===== src/hw/rtl/sfmf_pkg.sv =====
package sfmf_pkg;

   localparam int PATTERN_MAX = 16;
   localparam int TEXT_MAX    = 65536;

   localparam int PLEN_W = $clog2(PATTERN_MAX + 1);
   localparam int TCNT_W = $clog2(TEXT_MAX + 1);
   localparam int CMP_W  = (TCNT_W > PLEN_W) ? TCNT_W : PLEN_W;
   localparam int BYTE_W = 8;
   localparam int POS_W  = 16;
   localparam int ERR_W  = 2;
   localparam int MODE_W = 2;
   localparam int RSP_FIELDS_W = 1 + POS_W + ERR_W;
   localparam int RSP_W  = ((RSP_FIELDS_W + 7) / 8) * 8;

   typedef enum logic [MODE_W-1:0] {
      MODE_CLEAR   = 2'd0,
      MODE_PATTERN = 2'd1,
      MODE_TEXT    = 2'd2,
      MODE_END     = 2'd3
   } sfmf_mode_type;

   localparam logic [ERR_W-1:0] ERR_NONE    = 2'd0;
   localparam logic [ERR_W-1:0] ERR_PATTERN = 2'd1;
   localparam logic [ERR_W-1:0] ERR_TEXT    = 2'd2;

   // Control broadcast along the cell chain
   typedef struct packed {
      logic              clear;
      logic              text_shift;
      logic              pat_shift;
      logic [BYTE_W-1:0] data;
   } sfmf_chain_ctl_type;

endpackage


===== src/hw/rtl/substring_first_match_finder.sv =====
// An end-of-text transfer gives its result on rsp in the cycle after acceptance.
// Throughput: one input transfer per cycle; text bytes compare in a chain of cells,
// one cell per pattern byte, every cell checking its own window byte in the same cycle.
// req_tready drops only for an end-of-text transfer while an untaken result is held.
// Reset (synchronous, active high) empties the pattern, window, counters and output.
module substring_first_match_finder (
   input  logic                        clock,
   input  logic                        reset,
   input  logic                        req_tvalid,
   output logic                        req_tready,
   input  logic [7:0]                  req_tdata,  // [7:0] data_byte
   input  logic [sfmf_pkg::MODE_W-1:0] req_tuser,  // [1:0] mode
   output logic                        rsp_tvalid,
   input  logic                        rsp_tready,
   output logic [sfmf_pkg::RSP_W-1:0]  rsp_tdata   // [0] found, [16:1] position,
                                                   // [18:17] error_code
);
   import sfmf_pkg::*;

   sfmf_mode_type      mode;
   logic               accept;
   sfmf_chain_ctl_type ctl;
   logic               all_hit;

   logic [PLEN_W-1:0] plen_ff, plen_in;
   logic [TCNT_W-1:0] tcnt_ff, tcnt_in;
   logic              seen_ff, seen_in;
   logic [POS_W-1:0]  start_ff, start_in;
   logic              povf_ff, povf_in;
   logic              tovf_ff, tovf_in;
   logic              rsp_valid_ff, rsp_valid_in;
   logic [RSP_W-1:0]  rsp_data_ff, rsp_data_in;

   logic [TCNT_W-1:0] tcnt_next;
   logic [CMP_W-1:0]  tcnt_wide;
   logic [CMP_W-1:0]  plen_wide;
   logic              text_full;
   logic              pat_full;
   logic              res_found;
   logic [POS_W-1:0]  res_pos;
   logic [ERR_W-1:0]  res_err;

   assign mode       = sfmf_mode_type'(req_tuser);
   assign req_tready = !rsp_valid_ff || rsp_tready || (mode != MODE_END);
   assign accept     = req_tvalid && req_tready;

   assign tcnt_next = tcnt_ff + 1'b1;
   assign tcnt_wide = CMP_W'(tcnt_next);
   assign plen_wide = CMP_W'(plen_ff);
   assign text_full = (tcnt_ff == TCNT_W'(TEXT_MAX));
   assign pat_full  = (plen_ff == PLEN_W'(PATTERN_MAX));

   // chain control decode
   always_comb begin
      ctl            = '0;
      ctl.data       = req_tdata;
      if (accept) begin
         unique case (mode)
            MODE_CLEAR:   ctl.clear      = 1'b1;
            MODE_PATTERN: ctl.pat_shift  = !pat_full;
            MODE_TEXT:    ctl.text_shift = !text_full;
            MODE_END:     ;
            default:      ;
         endcase
      end
   end

   sfmf_chain u_chain (
      .clock   (clock),
      .reset   (reset),
      .ctl     (ctl),
      .plen    (plen_ff),
      .all_hit (all_hit)
   );

   // result of an end-of-text transfer
   always_comb begin
      res_found = 1'b0;
      res_pos   = '0;
      res_err   = ERR_NONE;
      if (povf_ff) begin
         res_err = ERR_PATTERN;
      end else if (tovf_ff) begin
         res_err = ERR_TEXT;
      end else if (plen_ff == '0) begin
         res_found = 1'b1;
      end else if (seen_ff) begin
         res_found = 1'b1;
         res_pos   = start_ff;
      end
   end

   always_comb begin
      plen_in  = plen_ff;
      tcnt_in  = tcnt_ff;
      seen_in  = seen_ff;
      start_in = start_ff;
      povf_in  = povf_ff;
      tovf_in  = tovf_ff;
      if (accept) begin
         unique case (mode)
            MODE_CLEAR: begin
               plen_in  = '0;
               tcnt_in  = '0;
               seen_in  = 1'b0;
               start_in = '0;
               povf_in  = 1'b0;
               tovf_in  = 1'b0;
            end
            MODE_PATTERN: begin
               if (pat_full) begin
                  povf_in = 1'b1;
               end else begin
                  plen_in = plen_ff + 1'b1;
               end
            end
            MODE_TEXT: begin
               if (text_full) begin
                  tovf_in = 1'b1;
               end else begin
                  tcnt_in = tcnt_next;
                  if (!seen_ff && (plen_ff != '0) && (plen_wide <= tcnt_wide) && all_hit) begin
                     seen_in  = 1'b1;
                     start_in = POS_W'(tcnt_wide - plen_wide);
                  end
               end
            end
            MODE_END: ;
            default:  ;
         endcase
      end
   end

   // output register
   always_comb begin
      rsp_valid_in = rsp_valid_ff && !rsp_tready;
      rsp_data_in  = rsp_data_ff;
      if (accept && (mode == MODE_END)) begin
         rsp_valid_in = 1'b1;
         rsp_data_in  = RSP_W'({res_err, res_pos, res_found});
      end
   end

   always_ff @(posedge clock) begin
      if (reset) begin
         plen_ff      <= '0;
         tcnt_ff      <= '0;
         seen_ff      <= 1'b0;
         start_ff     <= '0;
         povf_ff      <= 1'b0;
         tovf_ff      <= 1'b0;
         rsp_valid_ff <= 1'b0;
      end else begin
         plen_ff      <= plen_in;
         tcnt_ff      <= tcnt_in;
         seen_ff      <= seen_in;
         start_ff     <= start_in;
         povf_ff      <= povf_in;
         tovf_ff      <= tovf_in;
         rsp_valid_ff <= rsp_valid_in;
      end
   end

   always_ff @(posedge clock) begin
      rsp_data_ff <= rsp_data_in;
   end

   assign rsp_tvalid = rsp_valid_ff;
   assign rsp_tdata  = rsp_data_ff;

endmodule


===== src/hw/rtl/sfmf_cell.sv =====
module sfmf_cell (
   input  logic                        clock,
   input  logic                        reset,
   input  sfmf_pkg::sfmf_chain_ctl_type ctl,
   input  logic [sfmf_pkg::BYTE_W-1:0] win_in,
   input  logic [sfmf_pkg::BYTE_W-1:0] pat_in,
   input  logic                        active,
   output logic [sfmf_pkg::BYTE_W-1:0] win_out,
   output logic [sfmf_pkg::BYTE_W-1:0] pat_out,
   output logic                        hit
);
   import sfmf_pkg::*;

   logic [BYTE_W-1:0] win_ff, win_in_nxt;
   logic [BYTE_W-1:0] pat_ff;

   always_comb begin
      win_in_nxt = win_ff;
      if (ctl.clear) begin
         win_in_nxt = '0;
      end else if (ctl.text_shift) begin
         win_in_nxt = win_in;
      end
   end

   always_ff @(posedge clock) begin
      if (reset) begin
         win_ff <= '0;
      end else begin
         win_ff <= win_in_nxt;
      end
   end

   // pattern byte store, no reset: only entries below the length are compared
   always_ff @(posedge clock) begin
      if (ctl.pat_shift) begin
         pat_ff <= pat_in;
      end
   end

   // compare against the byte arriving this cycle, i.e. the window after the shift
   assign hit     = !active || (win_in == pat_ff);
   assign win_out = win_ff;
   assign pat_out = pat_ff;

endmodule


===== src/hw/rtl/sfmf_chain.sv =====
module sfmf_chain (
   input  logic                         clock,
   input  logic                         reset,
   input  sfmf_pkg::sfmf_chain_ctl_type ctl,
   input  logic [sfmf_pkg::PLEN_W-1:0]  plen,
   output logic                         all_hit
);
   import sfmf_pkg::*;

   // cell k holds the text byte of age k and pattern byte plen-1-k
   logic [BYTE_W-1:0]      win_link [PATTERN_MAX+1];
   logic [BYTE_W-1:0]      pat_link [PATTERN_MAX+1];
   logic [PATTERN_MAX-1:0] hit_vec;
   logic [PATTERN_MAX-1:0] active_vec;

   assign win_link[0] = ctl.data;
   assign pat_link[0] = ctl.data;

   for (genvar k = 0; k < PATTERN_MAX; k++) begin : g_cell
      assign active_vec[k] = (PLEN_W'(k) < plen);

      sfmf_cell u_cell (
         .clock   (clock),
         .reset   (reset),
         .ctl     (ctl),
         .win_in  (win_link[k]),
         .pat_in  (pat_link[k]),
         .active  (active_vec[k]),
         .win_out (win_link[k+1]),
         .pat_out (pat_link[k+1]),
         .hit     (hit_vec[k])
      );
   end

   assign all_hit = &hit_vec;

endmodule


===== config.mk =====
export PLATFORM = sky130hd
export DESIGN_NAME = substring_first_match_finder
export DESIGN_NICKNAME = d
export VERILOG_FILES = /design/src/hw/rtl/sfmf_pkg.sv /design/src/hw/rtl/substring_first_match_finder.sv /design/src/hw/rtl/sfmf_cell.sv /design/src/hw/rtl/sfmf_chain.sv
export SDC_FILE = /design/constraint.sdc
export NUM_CORES = 1
export LEC_CHECK = 0
export ABC_CLOCK_PERIOD_IN_PS = 12250
export BUFFER_PORTS_ARGS = -buffer_cell sky130_fd_sc_hd__buf_2
export CAP_MARGIN = 20
export CORE_UTILIZATION = 50
export CTS_BUF_LIST = sky130_fd_sc_hd__clkbuf_16
export DETAILED_ROUTE_END_ITERATION = 12
export GPL_TIMING_DRIVEN = 0
export PLACE_DENSITY_LB_ADDON = 0.1
export SLEW_MARGIN = 20
export SYNTH_ARGS = -nofsm -noshare
export SYNTH_HDL_FRONTEND = slang
export SYNTH_SLANG_ARGS = --single-unit

===== constraint.sdc =====
create_clock -name clock -period 12.25 [get_ports clock]
set_input_delay 1.225 -clock clock [delete_from_list [all_inputs] [get_ports clock]]
set_output_delay 1.225 -clock clock [all_outputs]
set_load 0.01 [all_outputs]

==> impl_metrics.py, run 1 <==
metrics = {
    "status": {
        "outcome": "finished clean",
    },
    "layout": {
        "synthToLayoutAreaGrowth_pct": 12.9,
        "drive_gt1_frac": 0.0913,
        "layout_commonest_cell": "nand2_1",
        "fin_nets": 1363,
        "antenna_cells": 0,
        "n_fill_cell": 2261,
        "fin_cells": 1688,
        "final_cell_mix": "nand2_1, dfxtp_1, a21oi_1",
        "postLayoutCellArea_um2": 14800,
    },
    "placed_design": {
        "dp_hpwl_um": 21000,
        "placed_cell_area_um2": 13800,
        "portBuffers": 32,
        "dp_cells": 1631,
        "gp_congestion": 0.883,
    },
    "yosys": {
        "yosys-mux-area-fraction": 0.0168,
        "synth-compound-area-share": 0.0886,
        "ys.flop_type": "dfxtp_1",
        "synthAdderAreaFrac": 0.0157,
        "avgSynthCellArea_um2": 10.4,
        "yosys.area_share.simple": 0.160,
        "synth_top_family_by_area": "simple AND/OR/NAND/NOR gates",
        "synth_enable_flop_cells": 147,
        "yosysWarnings": 0,
        "async_flop_share": 0,
        "syn_area_um2": 13100,
        "synth.ff_latch_count": 309,
        "synth.distinct_cells": 58,
        "seq_area_frac_synth": 0.585,
        "synthXorXnorAreaFrac": 0.102,
        "postSynthCellCount": 1259,
    },
    "clock_tree": {
        "hold_buffers": 0,
        "cts_buffer_depth": 3,
        "clkTransAtPathRegs_ns": 0.06,
        "cts_tree": "built",
        "insertion_delay_ns": 0.57,
        "cts_resized": 0,
        "clockRootBuffer": "clkbuf_16",
        "cts.sinks": 309,
        "numCtsBuffers": 31,
        "cts_setup_buffers": 0,
        "htreeDepth": 1,
    },
    "global_route": {
        "grt_pass1_vias": 8459,
        "grt_pass1_wl_um": 46000,
        "grt_usage": 0.221,
        "antenna_found_initial": 0,
        "overflow": 0,
        "grt_max_degree": 27,
    },
    "flow_run": {
        "cap_violations": 0,
    },
    "sta": {
        "maxSlewHeadroom": 0.417,
        "fmax_mhz": 274,
        "period_needed_ns": 3.65,
        "fin_crit_sh": 0.298,
        "final_max_slew_viol_count": 0,
        "rsz0062_at_grt": "false",
        "worst_slew_pin_slew_ns": 0.871,
        "finalSetupViolCount": 0,
        "setup_tns_ns": 0,
        "fin_skew_ns": 0.0117,
        "hold_violations": 0,
        "hold_ws_ns": 0.456,
    },
    "route": {
        "drtIter0Drc": 649,
        "dr.pass1.iters": 5,
        "wirelength_um": 29100,
        "routedWlPerCell_um": 17.2,
        "vias": 8946,
        "via_per_inst": 5.30,
        "drc": 0,
        "ant_nets": 0,
    },
    "worst_setup_path": {
        "max_stage_delay_ns": 0.65,
        "cp_common_cell": "mux2i_1",
        "critical_path_required_ns": 12.70,
        "path_delay_family": "simple AND/OR/NAND/NOR gates",
        "worstPathMaxFanout": 7,
        "crit_type": "register to register",
        "path_buf_inv": 0,
        "crit_arrival_ns": 4.10,
        "worst_setup_path_start_kind": "register",
        "crit_path_end_kind": "register",
        "worstPathCellList": "ha_1 > nand3_1 > xnor2_1 > ha_1 > o21a_1 > o31a_1 > nor4_1 > nand4_1 > mux2i_1 > mux2i_1 > mux2i_1",
        "cp_slowest_cell": "nor4_1",
    },
    "die": {
        "fp.dieW_um": 164,
        "dieArea_um2": 26800,
        "chipHeight_um": 164,
        "initial_core_util": 0.515,
        "core_area_um2": 25400,
        "ioPinCount": 40,
        "rows": 58,
    },
    "pwr": {
        "power_uw": 2060,
        "powerDensity_nw_per_um2": 140,
        "vdd.ir_drop.worst_mv": 0.111,
        "power.leakage_uw": 0.00502,
    },
    "worst_hold_path": {
        "hold_class": "register to register",
    },
}
synthesized netlist by cell type, types with 7 or more instances:
| cell | instances | area, um^2 |
|---|---|---|
| or3_1 | 7 | 43.8 |
| inv_1 | 13 | 48.8 |
| nand4_1 | 31 | 194 |
| ha_1 | 14 | 175 |
| o21ai_0 | 16 | 80.1 |
| xnor2_1 | 91 | 797 |
| nor3_1 | 14 | 70.1 |
| mux2i_1 | 22 | 220 |
| a21oi_1 | 148 | 741 |
| dfxtp_1 | 162 | 3240 |
| nor2b_1 | 8 | 50.1 |
| buf_2 | 26 | 130 |
| and2_1 | 19 | 119 |
| nor4_1 | 20 | 125 |
| nor2_1 | 43 | 161 |
| clkbuf_1 | 42 | 158 |
| xor2_1 | 61 | 534 |
| nand3_1 | 11 | 55.1 |
| edfxtp_1 | 147 | 4410 |
| nand2_1 | 284 | 1070 |
logic make-up after synthesis:
logic type               count (synthesis)
adder cells (fa/ha/maj)                 16
XOR/XNOR                               152
buffers and inverters                   89
flip-flops                             309
AO/OA/AOI/OAI                          205
multiplexers                            22
AND/OR/NAND/NOR                        465
other                                    1
sequential cells by signal (all words and copies together), names as in the netlist:
name	flops
povf_ff	1
start_ff	16
tcnt_ff	17
rsp_tdata	19
u_chain.g_cell.u_cell.pat_out	128
u_chain.g_cell.u_cell.win_out	120
rsp_tvalid	1
plen_ff	5
tovf_ff	1
seen_ff	1
worst min-delay path: stages, from the launching register on:
cell and delay, ns:
dfxtp_1 0.31, nand2_1 0.05, mux2i_1 0.05
where the power goes:
part / switching [uW] / internal, uW / total [uW] / leakage [uW]
sequential: 9.06 / 1090 / 1100 / 0.00266
combinational: 57.9 / 27.7 / 85.6 / 0.00186
clock: 392 / 482 / 874 / 0.000503
path summary, 6_finish.rpt:
kind	startpoint	to	slack [ns]	cells past startpoint
worst max-delay path	tcnt_ff[0]	start_ff[12]	8.60	11
worst min-delay path	start_ff[14]	start_ff[14]	0.46	2
worst max register to register	tcnt_ff[0]	start_ff[12]	8.60	11
worst min register to register	start_ff[14]	start_ff[14]	0.46	2
per-layer routing:
layer / vias to the layer above / GRT usage / wire (um)
li1: 4498 / - / -
met1: 4181 / 0.317 / 13900
met2: 218 / 0.354 / 13100
met3: 49 / 0.0275 / 1290
met4: 0 / 0.0619 / 724
met5: - / 0 / 0
through the flow:
step	utilization	setup slack, ns
floorplan	-	4.77
global placement	0.538	1.80
detailed placement	0.545	8.43
CTS	0.581	8.69
global route	0.581	8.37
finish	0.581	8.60
area by class of cell:
type	instances	area [um^2]	share of cell area
sequential	309	7660	0.518
multi-input combinational	865	5040	0.341
clock buffer	31	776	0.0525
tap	330	413	0.0280
buffer	76	359	0.0243
timing repair buffer	38	310	0.0210
clock inverter	26	161	0.0109
inverter	13	48.8	0.00330
Power figures use the tool's default switching activity.
==> run 2, diff against run 1 <==
--- a/config.mk
+++ b/config.mk
@@ -5,7 +5,7 @@
 export SDC_FILE = /design/constraint.sdc
 export NUM_CORES = 1
 export LEC_CHECK = 0
-export ABC_CLOCK_PERIOD_IN_PS = 12250
+export ABC_CLOCK_PERIOD_IN_PS = 3100
 export BUFFER_PORTS_ARGS = -buffer_cell sky130_fd_sc_hd__buf_2
 export CAP_MARGIN = 20
 export CORE_UTILIZATION = 50
==> constraint.sdc (replaced) <==
create_clock -name clock -period 3.1 [get_ports clock]
set_input_delay 0.31 -clock clock [delete_from_list [all_inputs] [get_ports clock]]
set_output_delay 0.31 -clock clock [all_outputs]
set_load 0.01 [all_outputs]
==> impl_metrics.py, run 2 (synthesized netlist as in run 1, its figures left out) <==
metrics = {
    "worst_setup_path": {
        "crit_arrival_ns": 3.42,
        "path_buf_inv": 2,
        "cp_slowest_cell": "or4b_1",
        "reg2reg_to": "start_ff[6]",
        "crit_type": "register to register",
        "worstPathCellList": "xor2_1 > nor4_2 > a21oi_1 > or4b_1 > nor4_1 > o2111a_1 > buf_6 > buf_6 > mux2i_1",
        "cp_common_cell": "buf_6",
        "critical_path_required_ns": 3.54,
        "max_stage_delay_ns": 0.52,
        "r2r_slack_ns": 0.11,
        "worst_setup_path_start_kind": "register",
        "worstPathMaxFanout": 10,
        "r2r_cells": 9,
        "path_delay_family": "simple AND/OR/NAND/NOR gates",
        "r2r-start": "u_chain.g_cell[6].u_cell.pat_out[5]",
        "crit_path_end_kind": "register",
    },
    "die": {
        "chipHeight_um": 164,
        "core_area_um2": 25400,
        "dieArea_um2": 26800,
        "initial_core_util": 0.515,
        "ioPinCount": 40,
        "fp.dieW_um": 164,
        "rows": 58,
    },
    "clock_tree": {
        "clkTransAtPathRegs_ns": 0.06,
        "htreeDepth": 2,
        "cts_tree": "built",
        "cts.sinks": 309,
        "clockRootBuffer": "clkbuf_16",
        "insertion_delay_ns": 0.52,
        "cts_buffer_depth": 3,
        "numCtsBuffers": 34,
    },
    "pwr": {
        "vdd.ir_drop.worst_mv": 0.462,
        "power_uw": 8380,
        "seqPwrFrac": 0.520,
        "combPwrFrac": 0.041,
        "power.leakage_uw": 0.00509,
        "power.switching_uw": 1870,
        "switching_share": 0.224,
        "powerDensity_nw_per_um2": 559,
        "clkPwrFrac": 0.439,
        "internal-power_uw": 6500,
    },
    "layout": {
        "antenna_cells": 0,
        "final_cell_mix": "nand2_1, dfxtp_1, a21oi_1",
        "final_util": 0.590,
        "synthToLayoutAreaGrowth_pct": 14.6,
        "drive_gt1_frac": 0.106,
        "fin_nets": 1373,
        "layout_commonest_cell": "nand2_1",
        "fin_cells": 1700,
        "largest_reg_flops": 128,
    },
    "sta": {
        "fin_crit_sh": 0.963,
        "fin_skew_ns": 0.0196,
        "setup_tns_ns": 0,
        "worst_slew_pin_slew_ns": 0.841,
        "period_needed_ns": 2.99,
        "finalSetupViolCount": 0,
        "hold_ws_ns": 0.0257,
        "final_max_slew_viol_count": 0,
        "hold_violations": 0,
        "fmax_mhz": 335,
        "maxSlewHeadroom": 0.437,
        "rsz0062_at_grt": "true",
    },
    "placed_design": {
        "gp_congestion": 0.884,
        "dp_hpwl_um": 20600,
        "dp_cells": 1630,
        "portBuffers": 32,
    },
    "route": {
        "drtIter0Drc": 751,
        "dr.pass1.iters": 5,
        "routedWlPerCell_um": 17.0,
        "vias": 8894,
        "drc": 0,
        "wirelength_um": 28800,
        "ant_nets": 0,
        "via_per_inst": 5.23,
    },
    "global_route": {
        "grt_pass1_vias": 8459,
        "overflow": 0,
        "grt_max_degree": 27,
        "grt_pass1_wl_um": 45700,
        "grt_usage": 0.221,
        "antenna_found_initial": 0,
    },
    "worst_hold_path": {
        "holdPathEnd": "u_chain.g_cell[0].u_cell.pat_out[0]",
        "hold_class": "primary input to register",
        "hold_depth": 1,
        "min_from": "req_tdata[0]",
    },
    "flow_run": {
        "cap_violations": 0,
    },
    "status": {
        "outcome": "finished clean",
    },
}
-- run 2: how the worst max path moves through the flow --
stage,start,to,cells past startpoint
after floorplan,plen_ff[1],u_chain.g_cell[0].u_cell.pat_out[0],6
after global placement,req_tvalid,u_chain.g_cell[1].u_cell.pat_out[3],4
after detailed placement,tcnt_ff[0],start_ff[14],11
after CTS,tcnt_ff[0],start_ff[14],12
after global routing,tcnt_ff[0],start_ff[14],11
final,u_chain.g_cell[6].u_cell.pat_out[5],start_ff[6],9
-- run 2: layout make-up --
type                       count  area (um^2)
buffer                        76          378
clock buffer                  35          876
clock inverter                27          143
fill                        2220        10400
inverter                      13         51.3
multi-input combinational    865         5130
sequential                   309         7660
tap                          330          413
timing repair buffer          45          345
-- run 2: what timing repair did --
item                                   in CTS  in global routing
pin swaps                                   1                  0
setup buffers                               1                  0
setup endpoints to repair                  10                 11
resized for setup                           3                  9
hold buffers                                7                  0
endpoints found under the hold margin       7                  0
-- run 2: power by group through the flow --
stage / Sequential (uW) / Clock (uW) / Combinational (uW)
2_1_floorplan: 4440 / 0 / 214
3_3_place_gp: 4450 / 0 / 323
3_5_place_dp: 4440 / 0 / 338
4_1_cts: 4360 / 3760 / 347
5_1_grt: 4360 / 3920 / 378
6_report: 4360 / 3680 / 346
-- run 2: per-stage QoR --
| stage | cell area (um^2) | setup WS (ns) |
|---|---|---|
| final | 15000 | 0.113 |
| after global routing | 15000 | -0.0125 |
| after floorplan | 13200 | -0.0146 |
| after global placement | 13700 | -1.10 |
| after CTS | 14900 | 0.0103 |
| after detailed placement | 13800 | -0.239 |
-- run 2: worst register-to-register path: cells and delay by family, from the launching register on --
family          cells  cell delay (ns)
compound gates      2             0.44
xor+xnor            1             0.18
buf+inv             2             0.34
flops               1             0.41
mux                 1             0.20
simple gates        3             1.35
-- run 2: layer usage --
metal | vias up | GRT usage | wire, um
li1 | 4518 | - | -
met1 | 4131 | 0.316 | 13900
met2 | 192 | 0.341 | 12900
met3 | 53 | 0.0348 | 1300
met4 | 0 | 0.0745 | 784
met5 | - | 0 | 0
==> run 3, diff against run 2 <==
--- a/config.mk
+++ b/config.mk
@@ -12,7 +12,7 @@
 export CTS_BUF_LIST = sky130_fd_sc_hd__clkbuf_16
 export DETAILED_ROUTE_END_ITERATION = 12
 export GPL_TIMING_DRIVEN = 0
-export PLACE_DENSITY_LB_ADDON = 0.1
+export PLACE_DENSITY = 0.74
 export SLEW_MARGIN = 20
 export SYNTH_ARGS = -nofsm -noshare
 export SYNTH_HDL_FRONTEND = slang
==> impl_metrics.py, run 3 (synthesized netlist as in run 1, its figures left out) <==
metrics = {
    "route": {
        "routedWlPerCell_um": 17.1,
        "drtIter0Drc": 840,
        "via_per_inst": 5.43,
        "wirelength_um": 29000,
        "ant_nets": 0,
        "dr.pass1.iters": 5,
        "drc": 0,
        "vias": 9227,
    },
    "sta": {
        "fin_crit_sh": 0.937,
        "fin_skew_ns": 0.0239,
        "period_needed_ns": 2.90,
        "final_max_slew_viol_count": 0,
        "fmax_mhz": 344,
        "hold_ws_ns": 0.0632,
        "setup_tns_ns": 0,
        "finalSetupViolCount": 0,
        "maxSlewHeadroom": 0.350,
        "hold_violations": 0,
        "worst_slew_pin_slew_ns": 0.967,
    },
    "status": {
        "outcome": "finished clean",
    },
    "global_route": {
        "antenna_found_initial": 0,
        "overflow": 0,
        "grt_pass1_vias": 8760,
        "grt_usage": 0.218,
        "grt_max_degree": 29,
        "grt_pass1_wl_um": 45500,
    },
    "die": {
        "dieArea_um2": 26800,
        "core_area_um2": 25400,
        "initial_core_util": 0.515,
        "chipHeight_um": 164,
        "ioPinCount": 40,
        "fp.dieW_um": 164,
        "rows": 58,
    },
    "layout": {
        "fin_nets": 1373,
        "final_cell_mix": "nand2_1, dfxtp_1, a21oi_1",
        "largest_reg_flops": 128,
        "seq_area_um2": 7660,
        "n_fill_cell": 2100,
        "final_util": 0.591,
        "drive_gt1_frac": 0.109,
        "multi_input_area_um2": 5120,
        "synthToLayoutAreaGrowth_pct": 14.7,
        "layout_commonest_cell": "nand2_1",
        "antenna_cells": 0,
    },
    "clock_tree": {
        "cts.sinks": 309,
        "numCtsBuffers": 31,
        "htreeDepth": 1,
        "insertion_delay_ns": 0.56,
        "cts_tree": "built",
        "clkTransAtPathRegs_ns": 0.07,
        "clockRootBuffer": "clkbuf_16",
        "cts_buffer_depth": 3,
    },
    "placed_design": {
        "gp_congestion": 0.885,
        "portBuffers": 32,
        "dp_hpwl_um": 20800,
    },
    "worst_setup_path": {
        "crit_type": "register to register",
        "crit_path_end_kind": "register",
        "critical_path_required_ns": 3.58,
        "crit_arrival_ns": 3.39,
        "worstPathMaxFanout": 10,
        "worst_setup_path_start_kind": "register",
    },
    "pwr": {
        "vdd.ir_drop.worst_mv": 0.413,
        "power.leakage_uw": 0.00507,
        "powerDensity_nw_per_um2": 558,
    },
    "flow_run": {
        "cap_violations": 0,
    },
    "worst_hold_path": {
        "hold_class": "primary input to register",
    },
}
run 3: changes by cell type in the layout (fill, tap and decap cells not counted), moves of 2 or more:
cell and change:
inv_1 -6, clkinv_1 -2, inv_6 -3, bufinv_16 +3, clkbuf_16 -3, nor4_1 +2, nor4_2 -2, clkinvlp_4 +5
run 3: what timing repair did:
item | 4_1_cts | 5_1_grt
endpoints found under the setup margin | 3 | 10
setup buffers | 0 | 2
pin swaps | 0 | 2
endpoints found under the hold margin | 9 | 0
hold buffers | 8 | 0
gates resized for setup | 3 | 8
run 3: where the power goes:
part / internal (uW) / total [uW] / switching, uW
sequential: 4320 / 4360 / 37.4
combinational: 119 / 347 / 228
clock: 2120 / 3680 / 1560
total: 6560 / 8380 / 1830
run 3: final timing paths:
path,startpoint,to,slack (ns),cells past startpoint
worst max-delay path,tcnt_ff[11],start_ff[13],0.20,10
worst min-delay path,rsp_tready,rsp_tvalid,0.06,3
worst max register to register,tcnt_ff[11],start_ff[13],0.20,10
worst min register to register,start_ff[10],start_ff[10],0.46,2
run 3: layer usage:
layer  wire length (um)  GRT usage
met5                  0          0
met3               1640     0.0273
met2              13700      0.365
met4                786     0.0657
met1              12800      0.297
run 3: metrics by stage:
step	power, uW	cell area [um^2]	cells	setup WS [ns]
after floorplan	4650	13200	1263	-0.0146
after global placement	4770	13700	1625	-1.01
after detailed placement	4780	13900	1631	-0.258
after CTS	8420	15000	1696	0.0307
after global routing	8620	15000	1698	-0.0124
final	8380	15000	1698	0.197
run 3: layout make-up:
type / instances / share of cell area
buffer: 76 / 0.0252
clock buffer: 32 / 0.0533
clock inverter: 25 / 0.0138
inverter: 13 / 0.00342
multi-input combinational: 865 / 0.341
sequential: 309 / 0.510
tap: 330 / 0.0275
timing repair buffer: 48 / 0.0254
run 3: worst max-delay path: stages (launching register included):
cell,delay (ns)
dfxtp_1,0.32
clkbuf_1,0.34
and4_1,0.32
nand4_2,0.19
xnor2_1,0.53
nor3_1,0.15
nand2_1,0.14
o2111a_1,0.28
buf_6,0.17
buf_6,0.18
mux2i_1,0.20
